--- src/sv/dba_pkg.sv ---
// shared types, constants and command codes of the double-ended bump allocator
package dba_pkg;

  localparam int ADDR_WIDTH  = 32;
  localparam int DATA_W      = 32;
  localparam int CFG_ADDR_W  = 3;
  localparam int CALC_W      = 35;

  localparam logic [1:0] CMD_ALLOC     = 2'd0;
  localparam logic [1:0] CMD_FREE_ALL  = 2'd1;
  localparam logic [1:0] CMD_FREE_TAIL = 2'd2;
  localparam logic [1:0] CMD_QUERY     = 2'd3;

  localparam logic REG_HEAP_START = 1'b0;
  localparam logic REG_HEAP_BYTES = 1'b1;

  localparam logic [DATA_W-1:0] MIN_UNIT  = 32'd4;
  localparam logic [4:0]        MIN_ALIGN = 5'd2;

  typedef struct packed {
    logic [DATA_W-1:0] heap_start;
    logic [DATA_W-1:0] heap_bytes;
  } dba_cfg_t;

  typedef struct packed {
    logic [1:0]        cmd;
    logic [DATA_W-1:0] req_bytes;
    logic [4:0]        align_log2;
    logic              from_tail;
  } dba_req_t;

  typedef struct packed {
    logic [DATA_W-1:0] block_addr;
    logic              ok;
    logic [DATA_W-1:0] free_bytes;
    logic [DATA_W-1:0] head_used;
    logic [DATA_W-1:0] tail_used;
    logic [DATA_W-1:0] check_code;
  } dba_rsp_t;

endpackage

--- src/sv/dba_if.sv ---
// request and result channel interfaces
interface dba_req_if
  import dba_pkg::*;
  ();
  logic                valid;
  logic                ready;
  logic [1:0]          cmd;
  logic [DATA_W-1:0]   req_bytes;
  logic [4:0]          align_log2;
  logic                from_tail;

  modport source(output valid, cmd, req_bytes, align_log2, from_tail, input ready);
  modport sink(input valid, cmd, req_bytes, align_log2, from_tail, output ready);
endinterface

interface dba_rsp_if
  import dba_pkg::*;
  ();
  logic                valid;
  logic                ready;
  logic [DATA_W-1:0]   block_addr;
  logic                ok;
  logic [DATA_W-1:0]   free_bytes;
  logic [DATA_W-1:0]   head_used;
  logic [DATA_W-1:0]   tail_used;
  logic [DATA_W-1:0]   check_code;

  modport source(output valid, block_addr, ok, free_bytes, head_used, tail_used,
                 check_code, input ready);
  modport sink(input valid, block_addr, ok, free_bytes, head_used, tail_used,
               check_code, output ready);
endinterface

--- src/sv/dba_cfg_regs.sv ---
// apb configuration registers for region start and size
module dba_cfg_regs
  import dba_pkg::*;
(
  input  logic                  clk,
  input  logic                  rst_n,
  input  logic                  psel,
  input  logic                  penable,
  input  logic                  pwrite,
  input  logic [CFG_ADDR_W-1:0] paddr,
  input  logic [DATA_W-1:0]     pwdata,
  output logic [DATA_W-1:0]     prdata,
  output logic                  pready,
  output dba_cfg_t              cfg
);

  dba_cfg_t cfg_r;
  dba_cfg_t cfg_nxt;
  logic     wr_en;
  logic     reg_sel;

  assign pready  = 1'b1;
  assign wr_en   = psel & penable & pwrite & pready;
  assign reg_sel = paddr[2];

  always_comb begin
    cfg_nxt = cfg_r;
    if (wr_en) begin
      case (reg_sel)
        REG_HEAP_START: cfg_nxt.heap_start = pwdata;
        REG_HEAP_BYTES: cfg_nxt.heap_bytes = pwdata;
        default:        cfg_nxt = cfg_r;
      endcase
    end
  end

  always_comb begin
    case (reg_sel)
      REG_HEAP_START: prdata = cfg_r.heap_start;
      REG_HEAP_BYTES: prdata = cfg_r.heap_bytes;
      default:        prdata = '0;
    endcase
  end

  always_ff @(posedge clk) begin
    if (!rst_n) begin
      cfg_r <= '0;
    end else begin
      cfg_r <= cfg_nxt;
    end
  end

  assign cfg = cfg_r;

endmodule

--- src/sv/dba_core.sv ---
// single-pass allocate, free and query datapath
module dba_core
  import dba_pkg::*;
(
  input  dba_cfg_t          cfg,
  input  logic [DATA_W-1:0] head_count,
  input  logic [DATA_W-1:0] tail_count,
  input  dba_req_t          req,
  output dba_rsp_t          rsp
);

  logic [DATA_W:0]   region_end;
  logic [DATA_W:0]   head_addr;
  logic [DATA_W:0]   tail_addr;
  logic [DATA_W:0]   used_now;
  logic [DATA_W-1:0] free_now;
  logic [DATA_W:0]   size_raw;
  logic [DATA_W:0]   size_rnd;
  logic [4:0]        lg;
  logic [CALC_W-1:0] align_m1;
  logic [CALC_W-1:0] blk_h;
  logic [CALC_W-1:0] total_h;
  logic [CALC_W-1:0] blk_t;
  logic [CALC_W-1:0] total_t;
  logic [CALC_W-1:0] blk;
  logic [CALC_W-1:0] total;
  logic              range_ok;
  logic              tail_bad;
  logic              alloc_ok;
  logic [DATA_W-1:0] head_new;
  logic [DATA_W-1:0] tail_new;
  logic [DATA_W-1:0] ha_now;
  logic [DATA_W-1:0] ta_now;
  logic [DATA_W-1:0] ta_base;
  logic [DATA_W-1:0] ha_head;
  logic [DATA_W-1:0] free_tail;
  logic [DATA_W-1:0] chk_now;
  logic [DATA_W-1:0] chk_head;
  logic [DATA_W-1:0] chk_tail;
  logic [DATA_W-1:0] chk_all;
  logic [DATA_W-1:0] chk_ftail;

  function automatic logic [DATA_W-1:0] chk_sum(input logic [DATA_W-1:0] h,
                                                input logic [DATA_W-1:0] t);
    return h + {t[DATA_W-2:0], 1'b0} + t;
  endfunction

  always_comb begin
    region_end = {1'b0, cfg.heap_start} + {1'b0, cfg.heap_bytes};
    head_addr  = {1'b0, cfg.heap_start} + {1'b0, head_count};
    tail_addr  = region_end - {1'b0, tail_count};
    used_now   = {1'b0, head_count} + {1'b0, tail_count};
    free_now   = (used_now > {1'b0, cfg.heap_bytes}) ? '0
               : cfg.heap_bytes - used_now[DATA_W-1:0];
    free_tail  = (head_count > cfg.heap_bytes) ? '0 : cfg.heap_bytes - head_count;
    range_ok   = (65'(region_end) <= (65'(1) << ADDR_WIDTH));

    lg       = (req.align_log2 < MIN_ALIGN) ? MIN_ALIGN : req.align_log2;
    align_m1 = (CALC_W'(1) << lg) - CALC_W'(1);
    size_raw = (req.req_bytes < MIN_UNIT) ? {1'b0, MIN_UNIT} : {1'b0, req.req_bytes};
    size_rnd = (size_raw + (DATA_W+1)'(3)) & ~(DATA_W+1)'(3);

    // head aligns up, tail aligns down
    blk_h   = (CALC_W'(head_addr) + align_m1) & ~align_m1;
    total_h = CALC_W'(size_rnd) + (blk_h - CALC_W'(head_addr));
    tail_bad = ({1'b0, tail_count} > region_end) || (size_rnd > tail_addr);
    blk_t   = (CALC_W'(tail_addr) - CALC_W'(size_rnd)) & ~align_m1;
    total_t = CALC_W'(tail_addr) - blk_t;

    blk      = req.from_tail ? blk_t : blk_h;
    total    = req.from_tail ? total_t : total_h;
    alloc_ok = range_ok && !(req.from_tail && tail_bad) && (total <= CALC_W'(free_now));

    // end addresses for every outcome, evaluated side by side
    ha_now    = head_addr[DATA_W-1:0];
    ta_now    = tail_addr[DATA_W-1:0];
    ta_base   = region_end[DATA_W-1:0];
    ha_head   = blk_h[DATA_W-1:0] + size_rnd[DATA_W-1:0];
    chk_now   = chk_sum(ha_now, ta_now);
    chk_head  = chk_sum(ha_head, ta_now);
    chk_tail  = chk_sum(ha_now, blk_t[DATA_W-1:0]);
    chk_all   = chk_sum(cfg.heap_start, ta_base);
    chk_ftail = chk_sum(ha_now, ta_base);

    head_new       = head_count;
    tail_new       = tail_count;
    rsp.block_addr = '0;
    rsp.ok         = 1'b1;
    rsp.free_bytes = free_now;
    rsp.check_code = chk_now;
    case (req.cmd)
      CMD_ALLOC: begin
        rsp.ok = alloc_ok;
        if (alloc_ok) begin
          rsp.block_addr = blk[DATA_W-1:0];
          rsp.free_bytes = free_now - total[DATA_W-1:0];
          if (req.from_tail) begin
            tail_new       = tail_count + total[DATA_W-1:0];
            rsp.check_code = chk_tail;
          end else begin
            head_new       = head_count + total[DATA_W-1:0];
            rsp.check_code = chk_head;
          end
        end
      end
      CMD_FREE_ALL: begin
        head_new       = '0;
        tail_new       = '0;
        rsp.free_bytes = cfg.heap_bytes;
        rsp.check_code = chk_all;
      end
      CMD_FREE_TAIL: begin
        tail_new       = '0;
        rsp.free_bytes = free_tail;
        rsp.check_code = chk_ftail;
      end
      CMD_QUERY: begin
        rsp.ok = 1'b1;
      end
      default: begin
        rsp.ok = 1'b1;
      end
    endcase

    rsp.head_used = head_new;
    rsp.tail_used = tail_new;
  end

endmodule

--- src/sv/double_ended_bump_allocator.sv ---
// top level: request register, allocator datapath, count state and result register
//
//  port      dir   kind         contents
//  in_req    in    valid/ready  cmd, req_bytes, align_log2, from_tail
//  out_rsp   out   valid/ready  block_addr, ok, free_bytes, head_used, tail_used, check_code
//  psel..    in    apb          heap_start at 0x0, heap_bytes at 0x4
//
// one request per cycle unless out_rsp stalls; requests and results are both registered
// the head and tail counts and the datapath form a loop closed by the count registers, so the next
// request already sees the counts left by this one
// synchronous active-low reset clears counts, configuration and both valid flags
// a stalled output holds its result while one more request waits in the input register
module double_ended_bump_allocator
  import dba_pkg::*;
(
  input  logic                  clk,
  input  logic                  rst_n,
  dba_req_if.sink               in_req,
  dba_rsp_if.source             out_rsp,
  input  logic                  psel,
  input  logic                  penable,
  input  logic                  pwrite,
  input  logic [CFG_ADDR_W-1:0] paddr,
  input  logic [DATA_W-1:0]     pwdata,
  output logic [DATA_W-1:0]     prdata,
  output logic                  pready
);

  dba_cfg_t          cfg;
  dba_req_t          req_r;
  logic              req_v_r;
  dba_rsp_t          rsp_nxt;
  dba_rsp_t          rsp_r;
  logic              rsp_v_r;
  logic [DATA_W-1:0] head_r;
  logic [DATA_W-1:0] tail_r;
  logic              adv;
  logic              in_fire;

  dba_cfg_regs u_cfg (
    .clk     (clk),
    .rst_n   (rst_n),
    .psel    (psel),
    .penable (penable),
    .pwrite  (pwrite),
    .paddr   (paddr),
    .pwdata  (pwdata),
    .prdata  (prdata),
    .pready  (pready),
    .cfg     (cfg)
  );

  dba_core u_core (
    .cfg        (cfg),
    .head_count (head_r),
    .tail_count (tail_r),
    .req        (req_r),
    .rsp        (rsp_nxt)
  );

  assign adv          = req_v_r & (~rsp_v_r | out_rsp.ready);
  assign in_req.ready = ~req_v_r | adv;
  assign in_fire      = in_req.valid & in_req.ready;

  always_ff @(posedge clk) begin
    if (!rst_n) begin
      req_v_r <= 1'b0;
      rsp_v_r <= 1'b0;
      head_r  <= '0;
      tail_r  <= '0;
    end else begin
      if (in_fire) begin
        req_v_r <= 1'b1;
      end else if (adv) begin
        req_v_r <= 1'b0;
      end
      if (adv) begin
        rsp_v_r <= 1'b1;
        head_r  <= rsp_nxt.head_used;
        tail_r  <= rsp_nxt.tail_used;
      end else if (out_rsp.ready) begin
        rsp_v_r <= 1'b0;
      end
    end
  end

  always_ff @(posedge clk) begin
    if (in_fire) begin
      req_r.cmd        <= in_req.cmd;
      req_r.req_bytes  <= in_req.req_bytes;
      req_r.align_log2 <= in_req.align_log2;
      req_r.from_tail  <= in_req.from_tail;
    end
    if (adv) begin
      rsp_r <= rsp_nxt;
    end
  end

  assign out_rsp.valid      = rsp_v_r;
  assign out_rsp.block_addr = rsp_r.block_addr;
  assign out_rsp.ok         = rsp_r.ok;
  assign out_rsp.free_bytes = rsp_r.free_bytes;
  assign out_rsp.head_used  = rsp_r.head_used;
  assign out_rsp.tail_used  = rsp_r.tail_used;
  assign out_rsp.check_code = rsp_r.check_code;

  a_fail_keeps_counts: assert property (@(posedge clk) disable iff (!rst_n)
    adv && !rsp_nxt.ok |=> head_r == $past(head_r) && tail_r == $past(tail_r))
    else $error("failed allocation changed the counts");

  a_free_all_clears: assert property (@(posedge clk) disable iff (!rst_n)
    adv && req_r.cmd == CMD_FREE_ALL |=> head_r == '0 && tail_r == '0)
    else $error("free all left counts behind");

  a_non_alloc_ok: assert property (@(posedge clk) disable iff (!rst_n)
    adv && req_r.cmd != CMD_ALLOC |=> out_rsp.valid && out_rsp.ok
      && out_rsp.block_addr == '0)
    else $error("non-allocate request reported a failure or an address");

  a_pending_held: assert property (@(posedge clk) disable iff (!rst_n)
    req_v_r && !adv |=> req_v_r && $stable(req_r))
    else $error("waiting request lost");

endmodule

--- src/flat_wrapper.sv ---
// flat-port wrapper written by rule: the top's interface ports become plain ports
module double_ended_bump_allocator_flat import dba_pkg::*;
  (clk, rst_n, psel, penable, pwrite, paddr, pwdata, prdata, pready, in_req_valid, in_req_cmd, in_req_req_bytes, in_req_align_log2, in_req_from_tail, in_req_ready, out_rsp_valid, out_rsp_block_addr, out_rsp_ok, out_rsp_free_bytes, out_rsp_head_used, out_rsp_tail_used, out_rsp_check_code, out_rsp_ready);
  dba_req_if in_req_i ();
  dba_rsp_if out_rsp_i ();
  input  logic clk;
  input  logic rst_n;
  input  logic psel;
  input  logic penable;
  input  logic pwrite;
  input  logic [CFG_ADDR_W-1:0] paddr;
  input  logic [DATA_W-1:0] pwdata;
  output logic [DATA_W-1:0] prdata;
  output logic pready;
  input wire logic [$bits(in_req_i.valid)-1:0] in_req_valid;
  input wire logic [$bits(in_req_i.cmd)-1:0] in_req_cmd;
  input wire logic [$bits(in_req_i.req_bytes)-1:0] in_req_req_bytes;
  input wire logic [$bits(in_req_i.align_log2)-1:0] in_req_align_log2;
  input wire logic [$bits(in_req_i.from_tail)-1:0] in_req_from_tail;
  output wire logic [$bits(in_req_i.ready)-1:0] in_req_ready;
  output wire logic [$bits(out_rsp_i.valid)-1:0] out_rsp_valid;
  output wire logic [$bits(out_rsp_i.block_addr)-1:0] out_rsp_block_addr;
  output wire logic [$bits(out_rsp_i.ok)-1:0] out_rsp_ok;
  output wire logic [$bits(out_rsp_i.free_bytes)-1:0] out_rsp_free_bytes;
  output wire logic [$bits(out_rsp_i.head_used)-1:0] out_rsp_head_used;
  output wire logic [$bits(out_rsp_i.tail_used)-1:0] out_rsp_tail_used;
  output wire logic [$bits(out_rsp_i.check_code)-1:0] out_rsp_check_code;
  input wire logic [$bits(out_rsp_i.ready)-1:0] out_rsp_ready;
  assign in_req_i.valid = in_req_valid;
  assign in_req_i.cmd = in_req_cmd;
  assign in_req_i.req_bytes = in_req_req_bytes;
  assign in_req_i.align_log2 = in_req_align_log2;
  assign in_req_i.from_tail = in_req_from_tail;
  assign in_req_ready = in_req_i.ready;
  assign out_rsp_valid = out_rsp_i.valid;
  assign out_rsp_block_addr = out_rsp_i.block_addr;
  assign out_rsp_ok = out_rsp_i.ok;
  assign out_rsp_free_bytes = out_rsp_i.free_bytes;
  assign out_rsp_head_used = out_rsp_i.head_used;
  assign out_rsp_tail_used = out_rsp_i.tail_used;
  assign out_rsp_check_code = out_rsp_i.check_code;
  assign out_rsp_i.ready = out_rsp_ready;
  double_ended_bump_allocator u_core (.clk(clk), .rst_n(rst_n), .in_req(in_req_i), .out_rsp(out_rsp_i), .psel(psel), .penable(penable), .pwrite(pwrite), .paddr(paddr), .pwdata(pwdata), .prdata(prdata), .pready(pready));
endmodule
--- config.mk ---
export PLATFORM = sky130hd
export DESIGN_NAME = double_ended_bump_allocator_flat
export DESIGN_NICKNAME = d
export VERILOG_FILES = /design/src/sv/dba_pkg.sv /design/src/sv/dba_if.sv /design/src/sv/dba_cfg_regs.sv /design/src/sv/dba_core.sv /design/src/sv/double_ended_bump_allocator.sv /design/src/flat_wrapper.sv
export SDC_FILE = /design/constraint.sdc
export NUM_CORES = 2
export LEC_CHECK = 0
export BUFFER_PORTS_ARGS = -buffer_cell sky130_fd_sc_hd__buf_2
export CORE_UTILIZATION = 51
export CTS_BUF_LIST = sky130_fd_sc_hd__clkbuf_8 sky130_fd_sc_hd__clkbuf_16
export DETAILED_ROUTE_END_ITERATION = 7
export PLACE_DENSITY = 0.77
export SETUP_SLACK_MARGIN = 0.2
export SYNTH_ARGS = -nofsm -noshare
export SYNTH_HDL_FRONTEND = slang
export SYNTH_HIERARCHICAL = 1
export SYNTH_SLANG_ARGS = --single-unit
--- constraint.sdc ---
create_clock -name clk -period 14.3 [get_ports clk]
set_input_delay 0.715 -clock clk [delete_from_list [all_inputs] [get_ports clk]]
set_output_delay 0.715 -clock clk [all_outputs]
set_load 0.1 [all_outputs]
==> results.cfg <==
[setup_path]
critPathBufInv = 6
worst_setup_path_end_kind = flop
critPathLaunchType = flop
worst-path-max-fanout = 24
crit_path_max_incr_delay_ns = 0.61
path_delay_family = compound AO/OA/AOI/OAI gates
cp_data_required_time_ns = 14.83
critPathKind = reg -> reg
slowest_stage = or4b_2
arrival_ns = 14.10

[cts]
h-tree-depth = 2
cts_buffer_depth = 3
clk_latency_ns = 0.66
clock-root-buffer = clkbuf_16
cts.sinks = 331
cts_tree = built
cts_buffers = 43
clk_pin_slew_ns = 0.06

[synthesis]
synth.area.top_cells = ha_1, edfxtp_1, fa_1, xnor2_1, inv_1
syn-instance-count = 6279
yosysWarnings = 6
synthesis.area_mm2 = 0.05105
yosys-top-cells-count = inv_1, ha_1, nand2_1, a21oi_1, nor2_1
yosysUniqueCellTypes = 102
synthMostInstantiatedCell = inv_1
synth_edf_count = 201
synthFlopType = edfxtp_1
yosys_register_bits = 331
yosysTopAreaCell = ha_1
syn_avg_cell_area_um2 = 8.130
synth_top_area_frac = 0.1608
async_flop_share = 0
ys_seq_area_frac = 0.1692

[finish]
utilization = 0.5784
final_nets = 7680
final_layout_size_suffix_gt1_frac = 0.1161
diodes = 0
fillers = 9008
area_growth_pct = 11.84

[sta]
clock-skew-final_ns = 0.04769
finalCritPeriodShare = 0.9492
hold_violations = 0
max_freq_ghz = 0.07367
fin_crit_ns = 13.57
rsz0062_at_grt = false
slew_viol_final = 0
final-setup-viol-count = 0
worst_pin_slew_ns = 1.265
layout_setup_ws_ns = 0.7264
final.setup.tns_ns = 0
slew_headroom = 0.1538

[drt]
route.detailed.drc = 0
vias_per_cell = 6.036
ant_nets = 0
avgRoutedWirePerCell_um = 22.53
postRouteWirelength_um = 181400
drt-initial-drc-count = 4966
drt_first_pass_iters = 8
vias = 48587

[global_routing]
grt_overflow = 0
gr-usage-all-layers = 0.3462
grt_pass1_vias = 45117
grt_max_degree = 162
antenna_found_initial = 8
grt_pass1_wl_um = 268500

[power_and_ir_drop]
p_seq_frac = 0.096
p_leak_nw = 27.92
ir_drop_v = 0.0002261
internal_power_mw = 5.669
power_frac_comb = 0.811
power.share.clock = 0.093
switching_share = 0.5393
p_per_area_mw_per_mm2 = 215.5
p_switching_mw = 6.636
power_mw = 12.31

[floorplan]
fp-row-count = 115
die_area_mm2 = 0.1014
core-area_mm2 = 0.09871
dieHeight_um = 318.4
pin_count = 278
die_w_um = 318.4
start_util = 0.5171

[placed_design]
dp_hpwl_um = 148800
portBuffers = 274
place_ws_ns = 0.5513
finalWeightedCongestion = 1.004

[flow_run]
drv_cap = 0

[min_path]
hold_path.class = in -> reg

[outcome]
status = finished clean
==> worst paths after layout <==
| kind | cells after the start | slack [ns] | start | to |
|---|---|---|---|---|
| setup reg to reg | 54 | 0.73 | u_core/u_cfg/cfg[32]$_SDFFE_PN0P_ | u_core/out_rsp.free_bytes[17]$_DFFE_PP_ |
| hold reg to reg | 2 | 0.51 | u_core/tail_r[31]$_SDFFE_PN0P_ | u_core/tail_r[31]$_SDFFE_PN0P_ |
| hold / removal | 1 | 0.23 | in_req_req_bytes[5] | u_core/req_r[11]$_DFFE_PP_ |
| setup / recovery | 54 | 0.73 | u_core/u_cfg/cfg[32]$_SDFFE_PN0P_ | u_core/out_rsp.free_bytes[17]$_DFFE_PP_ |
==> kinds of logic (layout without fill, tap and decap cells) <==
kind of cell | after synthesis | in the layout | synth area share
DFF | 331 | 331 | 0.1692
muxes | 219 | 219 | 0.04633
xor gates and xnor gates | 534 | 534 | 0.09243
adders and majority gates | 874 | 874 | 0.2457
AOI/OAI and AO/OA | 1783 | 1783 | 0.2258
other | 3 | 10 | 0.0002206
and+or+nand+nor | 1674 | 1674 | 0.1533
buffers and inverters | 861 | 1337 | 0.06697
==> stage by stage <==
step / hold WS [ns] / instance area, µm² / std cells
4_1_cts: 0.1930 / 56920 / 8044
3_5_place_dp: 0.5018 / 55450 / 7964
6_report: 0.2275 / 57090 / 8049
2_1_floorplan: 0.4515 / 51070 / 6286
3_3_place_gp: 0.4778 / 55450 / 7964
5_1_grt: 0.2115 / 57090 / 8049
==> cell usage in the layout, fill, tap and decap left out, types with 176 or more instances in the layout <==
cell type	instances
o21ai_0	355
nand2_1	628
inv_1	714
a21o_1	232
buf_4	265
ha_1	654
buf_2	273
fa_1	215
xor2_1	176
xnor2_1	352
a21oi_1	522
edfxtp_1	201
nor2_1	398
==> state kept, by name, indices dropped and copies added (netlist names) <==
name and cells:
u_core/u_cfg/cfg 64, u_core/req_r 40, u_core/head_r 32, u_core/out_rsp.block_addr 32
u_core/out_rsp.check_code 32, u_core/out_rsp.free_bytes 32, u_core/out_rsp.head_used 32, u_core/out_rsp.tail_used 32
u_core/tail_r 32, u_core/out_rsp.ok 1, u_core/out_rsp.valid 1, u_core/req_v_r 1
==> final cells by class <==
type / instances / area, µm² / area share
Timing Repair Buffer: 548 / 3547 / 0.06213
Clock buffer: 48 / 1167 / 0.02045
Multi-Input combinational cell: 5094 / 39170 / 0.6861
Inverter: 709 / 2661 / 0.04662
Tap cell: 1287 / 1610 / 0.02821
Sequential cell: 331 / 8638 / 0.1513
Clock inverter: 32 / 294.0 / 0.005150
==> power by group through the flow <==
stage	sequential [mW]	clock [mW]	combinational (mW)
final	1.18	1.14	9.98
after global routing	1.19	1.19	10.8
after CTS	1.18	1.16	9.74
after detailed placement	1.20	0	9.67
after global placement	1.20	0	9.52
after floorplan	1.55	0	6.57
==> routing by layer <==
layer / share of wire / vias to the layer above / wire length (µm) / global-route usage
met2: 0.45 / 2161 / 80820 / 0.5496
met3: 0.076 / 408 / 13780 / 0.05310
met5: 0.00026 / - / 47 / 0
met1: 0.41 / 22931 / 74310 / 0.4419
met4: 0.068 / 6 / 12400 / 0.2131
li1: - / 23081 / - / -
==> repair_timing <==
item,CTS,global route
hold endpoints to repair,0,0
hold buffers,0,0
buffers inserted,0,5
gates resized for setup,0,34
setup endpoints to repair,0,222
Power figures use the tool's default switching activity.
